File: config.mk
export PLATFORM = sky130hd
export DESIGN_NAME = delimiter_stream_splitter_flat
export DESIGN_NICKNAME = d
export VERILOG_FILES = /design/src/rtl/dss_pkg.sv /design/src/rtl/dss_if.sv /design/src/rtl/dss_cell.sv /design/src/rtl/delimiter_stream_splitter.sv /design/src/flat_wrapper.sv
export VERILOG_INCLUDE_DIRS = /design/src /design/src/rtl
export SDC_FILE = /design/constraint.sdc
export NUM_CORES = 1
export LEC_CHECK = 0
export ABC_AREA = 1
export BUFFER_PORTS_ARGS = -buffer_cell sky130_fd_sc_hd__buf_2
export CAP_MARGIN = 15
export CELL_PAD_IN_SITES_DETAIL_PLACEMENT = 0
export CELL_PAD_IN_SITES_GLOBAL_PLACEMENT = 1
export CORE_AREA = 2 2 150 137
export DETAILED_ROUTE_END_ITERATION = 16
export DIE_AREA = 0 0 152 139
export PLACE_DENSITY = 0.83
export REMOVE_ABC_BUFFERS = 1
export SYNTH_ARGS = -nofsm -noshare
export SYNTH_HDL_FRONTEND = slang
export SYNTH_HIERARCHICAL = 1
export SYNTH_SLANG_ARGS = --single-unit
File: constraint.sdc
create_clock -name clk -period 6.3 [get_ports clk]
set_clock_uncertainty 0.15 [all_clocks]
set_input_delay 0.945 -clock clk [delete_from_list [all_inputs] [get_ports clk]]
set_output_delay 0.945 -clock clk [all_outputs]
set_load 0.01 [all_outputs]
File: src/rtl/delimiter_stream_splitter_macros.svh
// assertion macros for the delimiter stream splitter
`ifndef DELIMITER_STREAM_SPLITTER_MACROS_SVH
`define DELIMITER_STREAM_SPLITTER_MACROS_SVH

`ifndef ASSERT_OFF

`define DSS_ASSERT_IMP(lbl, clk, rst_n, ante, cons) \
    lbl: assert property (@(posedge clk) disable iff (!rst_n) (ante) |-> (cons)) \
        else $error("same-cycle check failed");

`define DSS_ASSERT_NEXT(lbl, clk, rst_n, ante, cons) \
    lbl: assert property (@(posedge clk) disable iff (!rst_n) (ante) |=> (cons)) \
        else $error("next-cycle check failed");

`else

`define DSS_ASSERT_IMP(lbl, clk, rst_n, ante, cons)

`define DSS_ASSERT_NEXT(lbl, clk, rst_n, ante, cons)

`endif

`endif

File: src/rtl/dss_pkg.sv
// shared types and constants of the delimiter stream splitter
package dss_pkg;

    localparam int LEN_W    = 4;
    localparam int LEN_EXT_W = 5;
    localparam int DBYTES_W = 64;
    localparam int CFG_W    = 64;
    localparam int CFG_IDX_W = 2;

    localparam logic [CFG_IDX_W-1:0] REG_DELIM_LEN   = 2'd0;
    localparam logic [CFG_IDX_W-1:0] REG_DELIM_BYTES = 2'd1;
    localparam logic [CFG_IDX_W-1:0] REG_SKIP_EMPTY  = 2'd2;

    localparam logic [LEN_W-1:0]    DELIM_LEN_RST   = 4'd1;
    localparam logic [DBYTES_W-1:0] DELIM_BYTES_RST = 64'd44;

    localparam logic ITEM_CHAR = 1'b0;
    localparam logic ITEM_END  = 1'b1;

    typedef struct packed {
        logic shift;
        logic push;
    } cell_ctrl_t;

endpackage

File: src/rtl/dss_if.sv
// character and result channel interfaces
interface dss_char_if #(
    parameter int CHAR_BITS = 8
);
    logic                 valid;
    logic                 ready;
    logic [CHAR_BITS-1:0] char_in;
    logic                 end_of_string;

    modport source (output valid, output char_in, output end_of_string, input ready);
    modport sink   (input valid, input char_in, input end_of_string, output ready);
endinterface

interface dss_result_if #(
    parameter int CHAR_BITS = 8
);
    logic                 valid;
    logic                 ready;
    logic                 item_kind;
    logic [CHAR_BITS-1:0] char_out;
    logic                 last_result;

    modport source (output valid, output item_kind, output char_out, output last_result,
                    input ready);
    modport sink   (input valid, input item_kind, input char_out, input last_result,
                    output ready);
endinterface

File: src/rtl/dss_cell.sv
// one hold buffer cell: a held character, its delimiter compare and a match chain link
module dss_cell #(
    parameter int CHAR_BITS = 8,
    parameter int CNT_W     = 3,
    parameter int CELL_IDX  = 0
) (
    input  logic                 clk,
    input  dss_pkg::cell_ctrl_t  ctrl,
    input  logic [CNT_W-1:0]     keep,
    input  logic [CNT_W-1:0]     push_idx,
    input  logic [CHAR_BITS-1:0] new_char,
    input  logic [CHAR_BITS-1:0] right_char,
    input  logic [CHAR_BITS-1:0] delim_char,
    input  logic                 match_in,
    output logic [CHAR_BITS-1:0] held_char,
    output logic                 match_out
);

    logic [CHAR_BITS-1:0] char_reg;
    logic                 in_range;

    assign in_range  = CNT_W'(CELL_IDX) < keep;
    assign match_out = match_in && (!in_range || (char_reg == delim_char));
    assign held_char = char_reg;

    always_ff @(posedge clk)
    begin
        if (ctrl.push && (push_idx == CNT_W'(CELL_IDX)))
        begin
            char_reg <= new_char;
        end
        else if (ctrl.shift)
        begin
            char_reg <= right_char;
        end
    end

endmodule

File: src/rtl/delimiter_stream_splitter.sv
// delimiter stream splitter top level: sequencer, cell row and result register
// Takes one character per cycle while the result side keeps up and no flush runs, and
// cuts the stream at a delimiter of delim_len characters (1 to DELIM_MAX), held in a
// row of DELIM_MAX-1 cells that compare in parallel. An ordinary character request
// gives at most one result. A request with end_of_string that ends no delimiter then
// releases each held character and closes the segment. After delim_len is lowered,
// the first request first releases each surplus held character. Results leave one per
// cycle through an output register while results.ready is high. The user must write
// configuration only while the block is idle; the block does not enforce it.
`include "delimiter_stream_splitter_macros.svh"

module delimiter_stream_splitter #(
    parameter int DELIM_MAX = 8,
    parameter int CHAR_BITS = 8
) (
    input  logic                            clk,
    input  logic                            rst_n,
    input  logic                            cfg_we,
    input  logic [dss_pkg::CFG_IDX_W-1:0]   cfg_index,
    input  logic [dss_pkg::CFG_W-1:0]       cfg_wdata,
    dss_char_if.sink                        chars,
    dss_result_if.source                    results
);

    localparam int CNT_W = (DELIM_MAX > 2) ? $clog2(DELIM_MAX) : 1;
    localparam int CELLS = (DELIM_MAX > 1) ? DELIM_MAX - 1 : 1;
    localparam int PAD_W = DELIM_MAX * CHAR_BITS;

    typedef enum logic {
        PH_MAIN,
        PH_FLUSH
    } phase_t;

    phase_t                          phase_reg;
    phase_t                          phase_next;
    logic [dss_pkg::LEN_W-1:0]       delim_len_reg;
    logic [dss_pkg::DBYTES_W-1:0]    delim_bytes_reg;
    logic                            skip_empty_reg;
    logic                            item_valid_reg;
    logic [CHAR_BITS-1:0]            item_char_reg;
    logic                            item_eos_reg;
    logic [CNT_W-1:0]                hold_count_reg;
    logic [CNT_W-1:0]                hold_count_next;
    logic                            seg_reg;
    logic                            seg_next;
    logic                            out_valid_reg;
    logic                            out_kind_reg;
    logic [CHAR_BITS-1:0]            out_char_reg;
    logic                            out_last_reg;

    logic [PAD_W+dss_pkg::DBYTES_W-1:0] dpad;
    logic [CHAR_BITS-1:0]            dchar [DELIM_MAX];
    logic [dss_pkg::LEN_EXT_W-1:0]   len_raw;
    logic [dss_pkg::LEN_EXT_W-1:0]   len_eff;
    logic [CNT_W-1:0]                keep;
    logic [CHAR_BITS-1:0]            held [CELLS];
    logic [CELLS:0]                  chain;
    logic                            match;
    logic                            slot_free;
    logic                            step_go;
    logic                            done;
    logic                            item_done;
    logic                            res_valid;
    logic                            res_kind;
    logic [CHAR_BITS-1:0]            res_char;
    logic                            res_last;
    logic                            shift_c;
    logic                            push_c;
    logic [CNT_W-1:0]                push_idx;
    dss_pkg::cell_ctrl_t             cell_ctrl;

    // delimiter characters, zero beyond the register
    assign dpad = {{PAD_W{1'b0}}, delim_bytes_reg};

    always_comb
    begin
        for (int k = 0; k < DELIM_MAX; k++)
        begin
            dchar[k] = dpad[k*CHAR_BITS +: CHAR_BITS];
        end
    end

    // effective length, clamped to 1..DELIM_MAX
    always_comb
    begin
        len_raw = {1'b0, delim_len_reg};
        if (len_raw == '0)
        begin
            len_eff = dss_pkg::LEN_EXT_W'(1);
        end
        else if (len_raw > dss_pkg::LEN_EXT_W'(DELIM_MAX))
        begin
            len_eff = dss_pkg::LEN_EXT_W'(DELIM_MAX);
        end
        else
        begin
            len_eff = len_raw;
        end
        keep = CNT_W'(len_eff - dss_pkg::LEN_EXT_W'(1));
    end

    // hold buffer, oldest character in cell 0
    assign chain[0]            = 1'b1;
    assign cell_ctrl.shift     = step_go && shift_c;
    assign cell_ctrl.push      = step_go && push_c;

    for (genvar i = 0; i < CELLS; i++)
    begin : g_cell
        logic [CHAR_BITS-1:0] right;

        if (i < CELLS - 1)
        begin : g_mid
            assign right = held[i+1];
        end
        else
        begin : g_end
            assign right = held[i];
        end

        dss_cell #(
            .CHAR_BITS (CHAR_BITS),
            .CNT_W     (CNT_W),
            .CELL_IDX  (i)
        ) u_cell (
            .clk        (clk),
            .ctrl       (cell_ctrl),
            .keep       (keep),
            .push_idx   (push_idx),
            .new_char   (item_char_reg),
            .right_char (right),
            .delim_char (dchar[i]),
            .match_in   (chain[i]),
            .held_char  (held[i]),
            .match_out  (chain[i+1])
        );
    end

    assign match = (hold_count_reg == keep) && chain[CELLS] && (item_char_reg == dchar[keep]);

    assign slot_free   = !out_valid_reg || results.ready;
    assign step_go     = item_valid_reg && slot_free;
    assign item_done   = step_go && done;
    assign chars.ready = !item_valid_reg || item_done;

    // one sequencer step on the held request
    always_comb
    begin
        res_valid       = 1'b0;
        res_kind        = dss_pkg::ITEM_CHAR;
        res_char        = '0;
        res_last        = 1'b0;
        shift_c         = 1'b0;
        push_c          = 1'b0;
        push_idx        = hold_count_reg;
        hold_count_next = hold_count_reg;
        seg_next        = seg_reg;
        phase_next      = phase_reg;
        done            = 1'b0;

        if (phase_reg == PH_FLUSH)
        begin
            if (hold_count_reg != '0)
            begin
                res_valid       = 1'b1;
                res_char        = held[0];
                shift_c         = 1'b1;
                hold_count_next = hold_count_reg - CNT_W'(1);
                seg_next        = 1'b1;
            end
            else
            begin
                done       = 1'b1;
                phase_next = PH_MAIN;
                if (seg_reg)
                begin
                    res_valid = 1'b1;
                    res_kind  = dss_pkg::ITEM_END;
                    res_last  = 1'b1;
                end
                seg_next = 1'b0;
            end
        end
        else if (hold_count_reg > keep)
        begin
            // surplus after a shorter length was set
            res_valid       = 1'b1;
            res_char        = held[0];
            shift_c         = 1'b1;
            hold_count_next = hold_count_reg - CNT_W'(1);
            seg_next        = 1'b1;
        end
        else
        begin
            done = !item_eos_reg || match;
            if (item_eos_reg && !match)
            begin
                phase_next = PH_FLUSH;
            end
            if (match)
            begin
                hold_count_next = '0;
                if (!skip_empty_reg || seg_reg)
                begin
                    res_valid = 1'b1;
                    res_kind  = dss_pkg::ITEM_END;
                    res_last  = 1'b1;
                end
                seg_next = 1'b0;
            end
            else if (keep == '0)
            begin
                res_valid = 1'b1;
                res_char  = item_char_reg;
                res_last  = !item_eos_reg;
                seg_next  = 1'b1;
            end
            else if (hold_count_reg == keep)
            begin
                res_valid = 1'b1;
                res_char  = held[0];
                res_last  = !item_eos_reg;
                seg_next  = 1'b1;
                shift_c   = 1'b1;
                push_c    = 1'b1;
                push_idx  = hold_count_reg - CNT_W'(1);
            end
            else
            begin
                push_c          = 1'b1;
                hold_count_next = hold_count_reg + CNT_W'(1);
            end
        end
    end

    always_ff @(posedge clk or negedge rst_n)
    begin
        if (!rst_n)
        begin
            delim_len_reg   <= dss_pkg::DELIM_LEN_RST;
            delim_bytes_reg <= dss_pkg::DELIM_BYTES_RST;
            skip_empty_reg  <= 1'b0;
            phase_reg       <= PH_MAIN;
            item_valid_reg  <= 1'b0;
            item_char_reg   <= '0;
            item_eos_reg    <= 1'b0;
            hold_count_reg  <= '0;
            seg_reg         <= 1'b0;
            out_valid_reg   <= 1'b0;
            out_kind_reg    <= dss_pkg::ITEM_CHAR;
            out_char_reg    <= '0;
            out_last_reg    <= 1'b0;
        end
        else
        begin
            if (cfg_we)
            begin
                case (cfg_index)
                    dss_pkg::REG_DELIM_LEN:   delim_len_reg   <= cfg_wdata[dss_pkg::LEN_W-1:0];
                    dss_pkg::REG_DELIM_BYTES: delim_bytes_reg <= cfg_wdata;
                    dss_pkg::REG_SKIP_EMPTY:  skip_empty_reg  <= cfg_wdata[0];
                    default: ;
                endcase
            end

            if (chars.valid && chars.ready)
            begin
                item_valid_reg <= 1'b1;
                item_char_reg  <= chars.char_in;
                item_eos_reg   <= chars.end_of_string;
            end
            else if (item_done)
            begin
                item_valid_reg <= 1'b0;
            end

            if (step_go)
            begin
                phase_reg      <= phase_next;
                hold_count_reg <= hold_count_next;
                seg_reg        <= seg_next;
            end

            if (slot_free)
            begin
                out_valid_reg <= step_go && res_valid;
                out_kind_reg  <= res_kind;
                out_char_reg  <= res_char;
                out_last_reg  <= res_last;
            end
        end
    end

    assign results.valid       = out_valid_reg;
    assign results.item_kind   = out_kind_reg;
    assign results.char_out    = out_char_reg;
    assign results.last_result = out_last_reg;

    `DSS_ASSERT_IMP(a_flush_has_item, clk, rst_n, phase_reg == PH_FLUSH, item_valid_reg)
    `DSS_ASSERT_NEXT(a_eos_clears, clk, rst_n, item_done && item_eos_reg, (hold_count_reg == '0) && !seg_reg)
    `DSS_ASSERT_IMP(a_done_marks_last, clk, rst_n, item_done && res_valid, res_last)
    `DSS_ASSERT_IMP(a_last_ends_item, clk, rst_n, step_go && res_valid && res_last, done)
    `DSS_ASSERT_IMP(a_end_no_char, clk, rst_n, out_valid_reg && (out_kind_reg == dss_pkg::ITEM_END), out_char_reg == '0)

endmodule

File: src/flat_wrapper.sv
// flat-port wrapper written by rule: the top's interface ports become plain ports
module delimiter_stream_splitter_flat 
#(
    parameter int DELIM_MAX = 8,
    parameter int CHAR_BITS = 8
)
  (clk, rst_n, cfg_we, cfg_index, cfg_wdata, chars_valid, chars_char_in, chars_end_of_string, chars_ready, results_valid, results_item_kind, results_char_out, results_last_result, results_ready);
  dss_char_if #(.CHAR_BITS(CHAR_BITS)) chars_i ();
  dss_result_if #(.CHAR_BITS(CHAR_BITS)) results_i ();
  input  logic clk;
  input  logic rst_n;
  input  logic cfg_we;
  input  logic [dss_pkg::CFG_IDX_W-1:0] cfg_index;
  input  logic [dss_pkg::CFG_W-1:0] cfg_wdata;
  input wire logic [$bits(chars_i.valid)-1:0] chars_valid;
  input wire logic [$bits(chars_i.char_in)-1:0] chars_char_in;
  input wire logic [$bits(chars_i.end_of_string)-1:0] chars_end_of_string;
  output wire logic [$bits(chars_i.ready)-1:0] chars_ready;
  output wire logic [$bits(results_i.valid)-1:0] results_valid;
  output wire logic [$bits(results_i.item_kind)-1:0] results_item_kind;
  output wire logic [$bits(results_i.char_out)-1:0] results_char_out;
  output wire logic [$bits(results_i.last_result)-1:0] results_last_result;
  input wire logic [$bits(results_i.ready)-1:0] results_ready;
  assign chars_i.valid = chars_valid;
  assign chars_i.char_in = chars_char_in;
  assign chars_i.end_of_string = chars_end_of_string;
  assign chars_ready = chars_i.ready;
  assign results_valid = results_i.valid;
  assign results_item_kind = results_i.item_kind;
  assign results_char_out = results_i.char_out;
  assign results_last_result = results_i.last_result;
  assign results_i.ready = results_ready;
  delimiter_stream_splitter #(.DELIM_MAX(DELIM_MAX), .CHAR_BITS(CHAR_BITS)) u_core (.clk(clk), .rst_n(rst_n), .cfg_we(cfg_we), .cfg_index(cfg_index), .cfg_wdata(cfg_wdata), .chars(chars_i), .results(results_i));
endmodule
Word level (Yosys, flattened, before mapping) --
Index checks and enable logic that the tools add are counted.
Storage, ports and cells: register bits after elaboration 151, bits of input ports 80, output and inout bits 12
Cells by class: add/subtract/negate cells 3, $lt $le $gt $ge 10, eq/ne operators 20, muxes and demuxes 73, bitwise gates (word level) 1, reduce and logical (&&, ||, !) cells 63
Operators with widths (count):
- $mux 8 | 20
- $eq 8x8->1 | 8
- $mux 1 | 39
- $mux 3 | 13
- $bmux 8 s3 | 1
- $logic_and 1x1->1 | 22
- $reduce_bool 2->1 | 7
- $logic_not 1->1 | 12
- $logic_or 1x1->1 | 11
- $eq 3x3->1 const B | 3
- $lt 3x3->1 const A | 3
- $ne 4x1->1 const B | 2
- $reduce_and 2->1 | 4
- $eq 3x2->1 const B | 2
- $logic_not 3->1 | 2
- $lt 1x3->1 const A | 2
- $lt 2x3->1 const A | 2
- $sub 3x1->3 const B | 2
- $reduce_bool 5->1 | 1
- $ge 4x4->1 const B | 1
- $gt 4x4->1 const B | 1
- $logic_not 4->1 | 1
- $not 3->4 | 1
- $reduce_and 4->1 | 1
- other kinds (9) | 9

Logic depth before layout (Yosys ltp) --
depth in word-level cells 22, mapped depth 33

By module --
Netlist, hierarchy kept.
Modules (own cells, without submodules):
- delimiter_stream_splitter | instances 1, cells each 637, area an instance 5051.1 um^2, sequential area each 2382.3 um^2
- dss_cell (u_core.g_cell[2].u_cell ...) | instances 3, cells each 54, area an instance 514.2 um^2, sequential area each 240.2 um^2
- dss_cell (u_core.g_cell[0].u_cell) | instances 1, cells each 71, area an instance 530.5 um^2, sequential area each 240.2 um^2
- dss_cell (u_core.g_cell[5].u_cell) | instances 1, cells each 59, area an instance 525.5 um^2, sequential area each 240.2 um^2
- dss_cell (u_core.g_cell[1].u_cell) | instances 1, cells each 58, area an instance 523.0 um^2, sequential area each 240.2 um^2
- dss_cell (u_core.g_cell[3].u_cell) | instances 1, cells each 57, area an instance 518.0 um^2, sequential area each 240.2 um^2

Least setup slack after synthesis --
OpenSTA, ideal clock, no wires.
path kind register to register, start point register u_core/delim_len_reg[0] (netlist bit), end point register u_core.g_cell[3].u_cell.char_reg[0] (enable), library setup time 0.334 ns, data arrival time 4.400 ns, path slack 1.416 ns, cell stages (with the launch flop) 30, cell sequence dfstp_2 -> nor2_4 -> nand2_1 -> nand3_2 -> buf_2 -> or3_1 -> a21oi_1 -> inv_1 -> a21oi_1 -> inv_1 -> a21oi_1 -> inv_1 -> a21oi_1 -> inv_1 -> a21oi_1 -> inv_1 -> a21oi_1 -> inv_1 -> a21oi_1 -> inv_1 -> nor2_1 -> nand2_1 -> inv_1 -> nand3_2 -> nor2_2 -> inv_2 -> nand3_1 -> xor2_1 -> nand4_4 -> nand2_1
Between the ends: word-level cells in the longest chain between the ends 21, elaborated cells between the ends (all ways) 61
RTL lines:
- start: declaration | line delimiter_stream_splitter.sv:36 | logic [dss_pkg::LEN_W-1:0] delim_len_reg;
- start signal: assignment | line delimiter_stream_splitter.sv:239 | delim_len_reg <= dss_pkg::DELIM_LEN_RST;
- start signal: assignment | line delimiter_stream_splitter.sv:258 | dss_pkg::REG_DELIM_LEN: delim_len_reg <= cfg_wdata[dss_pkg::LEN_W-1:0];
- $gt 4x4->1 | line delimiter_stream_splitter.sv:91 | else if (len_raw > dss_pkg::LEN_EXT_W'(DELIM_MAX))
- $mux 3 | line delimiter_stream_splitter.sv:91
- $mux 3 * | line delimiter_stream_splitter.sv:87 | if (len_raw == '0)
- $sub 3x1->3 * | line delimiter_stream_splitter.sv:99 | keep = CNT_W'(len_eff - dss_pkg::LEN_EXT_W'(1));
- named net u_core.keep[1] | line delimiter_stream_splitter.sv:55 | logic [CNT_W-1:0] keep;
- $lt 1x3->1 * | line dss_cell.sv:22 | assign in_range = CNT_W'(CELL_IDX) < keep;
- $logic_not 1->1 * | line dss_cell.sv:23 | assign match_out = match_in && (!in_range || (char_reg == delim_char));
- $logic_or 1x1->1 * | line dss_cell.sv:23
- named net u_core.chain[1] | line delimiter_stream_splitter.sv:57 | logic [CELLS:0] chain;
- (+1 left out)
- named net u_core.chain[2] | line delimiter_stream_splitter.sv:57
- (+1 left out)
- named net u_core.chain[3] | line delimiter_stream_splitter.sv:57
- (+1 left out)
- named net u_core.chain[4] | line delimiter_stream_splitter.sv:57
- (+1 left out)
- named net u_core.chain[5] | line delimiter_stream_splitter.sv:57
- (+1 left out)
- named net u_core.chain[6] | line delimiter_stream_splitter.sv:57
- (+1 left out)
- named net u_core.chain[7] | line delimiter_stream_splitter.sv:57
- $logic_and 1x1->1 * (2 in series) | line delimiter_stream_splitter.sv:138 | assign match = (hold_count_reg == keep) && chain[CELLS] && (item_char_reg == dchar[keep]);
- $mux 3 * | line delimiter_stream_splitter.sv:199 | if (match)
- $mux 3 * | line delimiter_stream_splitter.sv:183 | else if (hold_count_reg > keep)
- $mux 3 * | line delimiter_stream_splitter.sv:160 | if (phase_reg == PH_FLUSH)
- named net u_core.push_idx[0] | line delimiter_stream_splitter.sv:69 | logic [CNT_W-1:0] push_idx;
- $eq 3x2->1 * | line dss_cell.sv:28 | if (ctrl.push && (push_idx == CNT_W'(CELL_IDX)))
- $logic_and 1x1->1 * | line dss_cell.sv:28
- $reduce_bool 2->1 (no source line) *
- end signal: assignment | line dss_cell.sv:30 | char_reg <= new_char;
- end signal: assignment | line dss_cell.sv:34 | char_reg <= right_char;
- end: declaration | line dss_cell.sv:19 | logic [CHAR_BITS-1:0] char_reg;
Mark *: on every way through the listed nets, which the timed path passes. The rest lies on a longest branch. The select of a mux whose other input is x is not followed. A chain may end at the register's enable or synchronous reset.

Final worst setup path --
start point register u_core/delim_len_reg[0] (netlist bit), end point register u_core.g_cell[6].u_cell.char_reg[0] (enable)
Between the ends: word-level cells in the longest chain between the ends 20, elaborated cells between the ends (all ways) 54
RTL lines (line):
- $gt 4x4->1 | delimiter_stream_splitter.sv:91
- $mux 3 | delimiter_stream_splitter.sv:91
- $mux 3 * | delimiter_stream_splitter.sv:87
- $sub 3x1->3 * | delimiter_stream_splitter.sv:99
- named net u_core.keep[0] | delimiter_stream_splitter.sv:55
- $lt 1x3->1 * | dss_cell.sv:22
- $logic_not 1->1 * | dss_cell.sv:23
- $logic_or 1x1->1 * | dss_cell.sv:23
- named net u_core.chain[1] | delimiter_stream_splitter.sv:57
- (+1 left out)
- named net u_core.chain[2] | delimiter_stream_splitter.sv:57
- (+1 left out)
- named net u_core.chain[3] | delimiter_stream_splitter.sv:57
- (+1 left out)
- named net u_core.chain[4] | delimiter_stream_splitter.sv:57
- (+1 left out)
- named net u_core.chain[5] | delimiter_stream_splitter.sv:57
- (+1 left out)
- named net u_core.chain[6] | delimiter_stream_splitter.sv:57
- (+1 left out)
- named net u_core.chain[7] | delimiter_stream_splitter.sv:57
- $logic_and 1x1->1 * (2 in series) | delimiter_stream_splitter.sv:138
- $mux 3 * | delimiter_stream_splitter.sv:199
- $mux 3 * | delimiter_stream_splitter.sv:183
- $mux 3 * | delimiter_stream_splitter.sv:160
- named net u_core.push_idx[2] | delimiter_stream_splitter.sv:69
- $eq 3x3->1 * | dss_cell.sv:28
- $logic_and 1x1->1 * | dss_cell.sv:28
- end signal: assignment | dss_cell.sv:30
- end signal: assignment | dss_cell.sv:34
- end: declaration | dss_cell.sv:19
Marks and branches as above.

==> metrics.md <==
| Metric | Value |
|---|---|
| Number of clock sinks seen by CTS | `151` |
| Hold-fix buffer count after cts | `0` |
| Transition time at the pin with the least slew margin | `0.854 ns` |
| Shortest period the worst path allows | `5.35 ns` |
| Nets | `1,218` |
| Data arrival time of the critical path | `5.29 ns` |
| Max-cap viol count | `0` |
| Largest stage delay on the critical path | `0.59 ns` |
| Maximum VDD drop | `0.263 mV` |
| Synthesized area | `8690 µm²` |
| Top cell type by total area after synthesis | `dfrtp_1` |
| Startpoint type of the worst setup path | `register` |
| Floorplan core area | `19,700 µm²` |
| Core Rows | `49` |
| Worst R2R End | `u_core/g_cell[6].u_cell/held_char[0]$_DFFE_PP_` |
| Routed vias/inst | `5.08` |
| Sequential share of the synthesized area | `0.468` |
| Dominant cells by area after synthesis | `dfrtp_1 (26%), edfxtp_1 (19%), nand2_1 (12%), mux2_2 (8.4%), inv_1 (7.2%)` |
| Critical path start-end classification | `register to register` |
| CTS clk-pin slew, worst paths | `0.06 ns` |
| Quantity of I/O buffers inserted on ports | `91` |
| Total iterations of the first detailed-routing run | `5` |
| Synth Area per Inst | `8.32 µm²` |
| Area fraction of the dominant cell type after synthesis | `0.262` |
| Worst setup slack for register-to-register paths | `0.95 ns` |
| Routed wire length | `23,200 µm` |
| GRT Overall Usage | `0.221` |
| Critical hold path startpoint | `u_core/results.last_result$_DFFE_PN0N_` |
| Die Ht | `139 µm` |
| Top-count cell post-synth | `nand2_1` |
| Hold Vio Cnt, Final | `0` |
| Hold/Removal Path Class | `register to register` |
| Unrepaired setup endpoints after global routing | `no` |
| Cell Count Post-Placement | `1,369` |
| Number of global-route vias before repair | `6,690` |
| Residual DRC | `0` |
| Power density over cell area | `487 nW/µm²` |
| PostCTS Resize Cnt | `0` |
| Setup Total Neg Slack | `0 ns` |
| Largest net degree at the start of global routing | `72` |
| TritonCTS clock tree | `built` |
| Netlist cell types | `46` |
| Global-route wire length before repair | `36,500 µm` |
| Async set-or-reset flop fraction in the synthesized netlist | `0.629` |
| Die Footprint | `21,100 µm²` |
| Area growth from synthesis to layout | `14.7%` |
| Largest register FFs | `64` |
| Outcome | `finished clean` |
| Top cells by instance count after synthesis | `nand2_1 (267), inv_1 (167), dfrtp_1 (91)` |
| Setup WS post-layout | `0.949 ns` |
| Clock root buffer | `clkbuf_16` |
| Yosys reg bits | `151` |
| Max transition margin | `0.428` |
| Main flop type after synthesis | `dfrtp_1` |
| Post-CTS setup-driven buffer insertion count | `0` |
| Half-perimeter wire length after detailed placement | `16,700 µm` |
| Clk Latency, worst-skew pair | `0.43 ns` |
| Non-Filler Instances | `1,401` |
| Total setup violations reported at the end of the flow | `0` |
| Worst-case clock buffer depth | `2` |
| Vias | `7,123` |
| Required time of the critical path | `6.24 ns` |
| Path depth of the worst reg2reg path | `30` |
| Count of flip-flops with a built-in enable after synthesis | `56` |
| Cell with the largest stage delay on the worst path | `dfstp_2` |
| Floorplan die width | `152 µm` |
| R2r startpoint | `u_core/delim_len_reg[0]$_DFFE_PN1P_` |
| Capture point of the critical path | `u_core/g_cell[6].u_cell/held_char[0]$_DFFE_PP_` |
| Per-cell routed wire length | `16.6 µm` |
| Initial core utilization | `0.442` |
| Post-detailed-route count of antenna-violating nets | `0` |
| Share of cells above drive strength 1 | `0.202` |
| Leak | `0.00496 µW` |
| Endpoint class of the critical path | `register` |
| Worst setup path startpoint | `u_core/delim_len_reg[0]$_DFFE_PN1P_` |
| Number of buffers inserted during clock tree synthesis | `17` |
| Leftover overflow at the end of global routing | `0` |
| Period Utilization, post-route | `0.849` |
| Drt first-iter violations | `553` |
| I/O pin total | `92` |
| Most numerous cell on the critical path | `inv_1` |
| Worst setup slack before clock tree synthesis | `1.03 ns` |
| Count of synthesis-stage warnings from yosys | `6` |
| Initial antenna violation count | `0` |
| Antenna cell count | `0` |
| Pins Over Slew Limit | `0` |
| Global placer's final weighted congestion | `0.853` |
| Max Freq | `187 MHz` |
| # H-tree levels | `4` |
| Synth Instances | `1,044` |
| Largest fanout of any net on the critical path | `25` |
report_power, final:
part           internal [µW]  switching, µW  total (µW)  leakage, µW
combinational            723           1180        1900      0.00307
sequential              1530            429        1960      0.00161
clock                    573            423         997     0.000277
total                   2830           2030        4860      0.00496
metal layers:
layer	vias to the layer above	GRT usage	share of wire
li1	3531	-	-
met1	3302	0.312	0.46
met2	261	0.355	0.46
met3	29	0.0409	0.066
met4	0	0.0521	0.016
met5	-	0	0
per-stage QoR:
step / instance area (µm²) / util / power (µW) / hold slack, ns
2_1_floorplan: 8540 / - / 3180 / 0.292
3_3_place_gp: 9400 / 0.477 / 3790 / 0.309
3_5_place_dp: 9400 / 0.477 / 3840 / 0.315
4_1_cts: 9970 / 0.507 / 4860 / 0.330
5_1_grt: 9970 / 0.507 / 5190 / 0.360
6_report: 9970 / 0.507 / 4860 / 0.326
cell usage in the layout, fill, tap and decap left out, types with 26 or more instances in the layout:
cell type,synthesis,layout
nand2_1,267,267
nor2_1,86,86
buf_2,7,90
mux2_2,65,65
inv_1,167,167
nand3_1,89,88
a21oi_1,53,53
dfrtp_1,91,91
edfxtp_1,56,56
xnor2_1,26,26
logic make-up after synthesis:
| logic type | Yosys count | synth area share |
|---|---|---|
| AND/OR/NAND/NOR | 483 | 0.248 |
| XOR/XNOR | 29 | 0.0292 |
| adder cells (fa/ha/maj) | 5 | 0.00720 |
| multiplexers | 65 | 0.0842 |
| buffers and inverters | 201 | 0.0921 |
| other | 1 | 0.000431 |
| AO/OA/AOI/OAI | 109 | 0.0710 |
| flip-flops | 151 | 0.468 |
worst min path at each step:
stage / to / slack (ns) / depth (start not counted)
floorplan: u_core/item_eos_reg$_DFFE_PN0P_ / 0.29 / 2
global route: u_core/results.last_result$_DFFE_PN0N_ / 0.36 / 2
global placement: u_core/item_eos_reg$_DFFE_PN0P_ / 0.31 / 2
CTS: u_core/results.last_result$_DFFE_PN0N_ / 0.33 / 2
finish: u_core/results.last_result$_DFFE_PN0N_ / 0.33 / 2
detailed placement: u_core/results.last_result$_DFFE_PN0N_ / 0.32 / 2
worst max-delay path, delay by kind of cell (launching register included):
family / cells / cell delay (ns)
flops: 1 / 0.59
buf+inv: 11 / 0.97
compound gates: 8 / 1.19
simple gates: 11 / 2.09
layout make-up:
class                           count  area, µm²
Clock buffer                       20        458
Clock inverter                     12        116
Fill cell                        1862       9710
Inverter                          172        646
Multi-Input combinational cell    692       3850
Sequential cell                   151       4060
Tap cell                          255        319
Timing Repair Buffer               99        518
(Power assumes the default switching activity.)
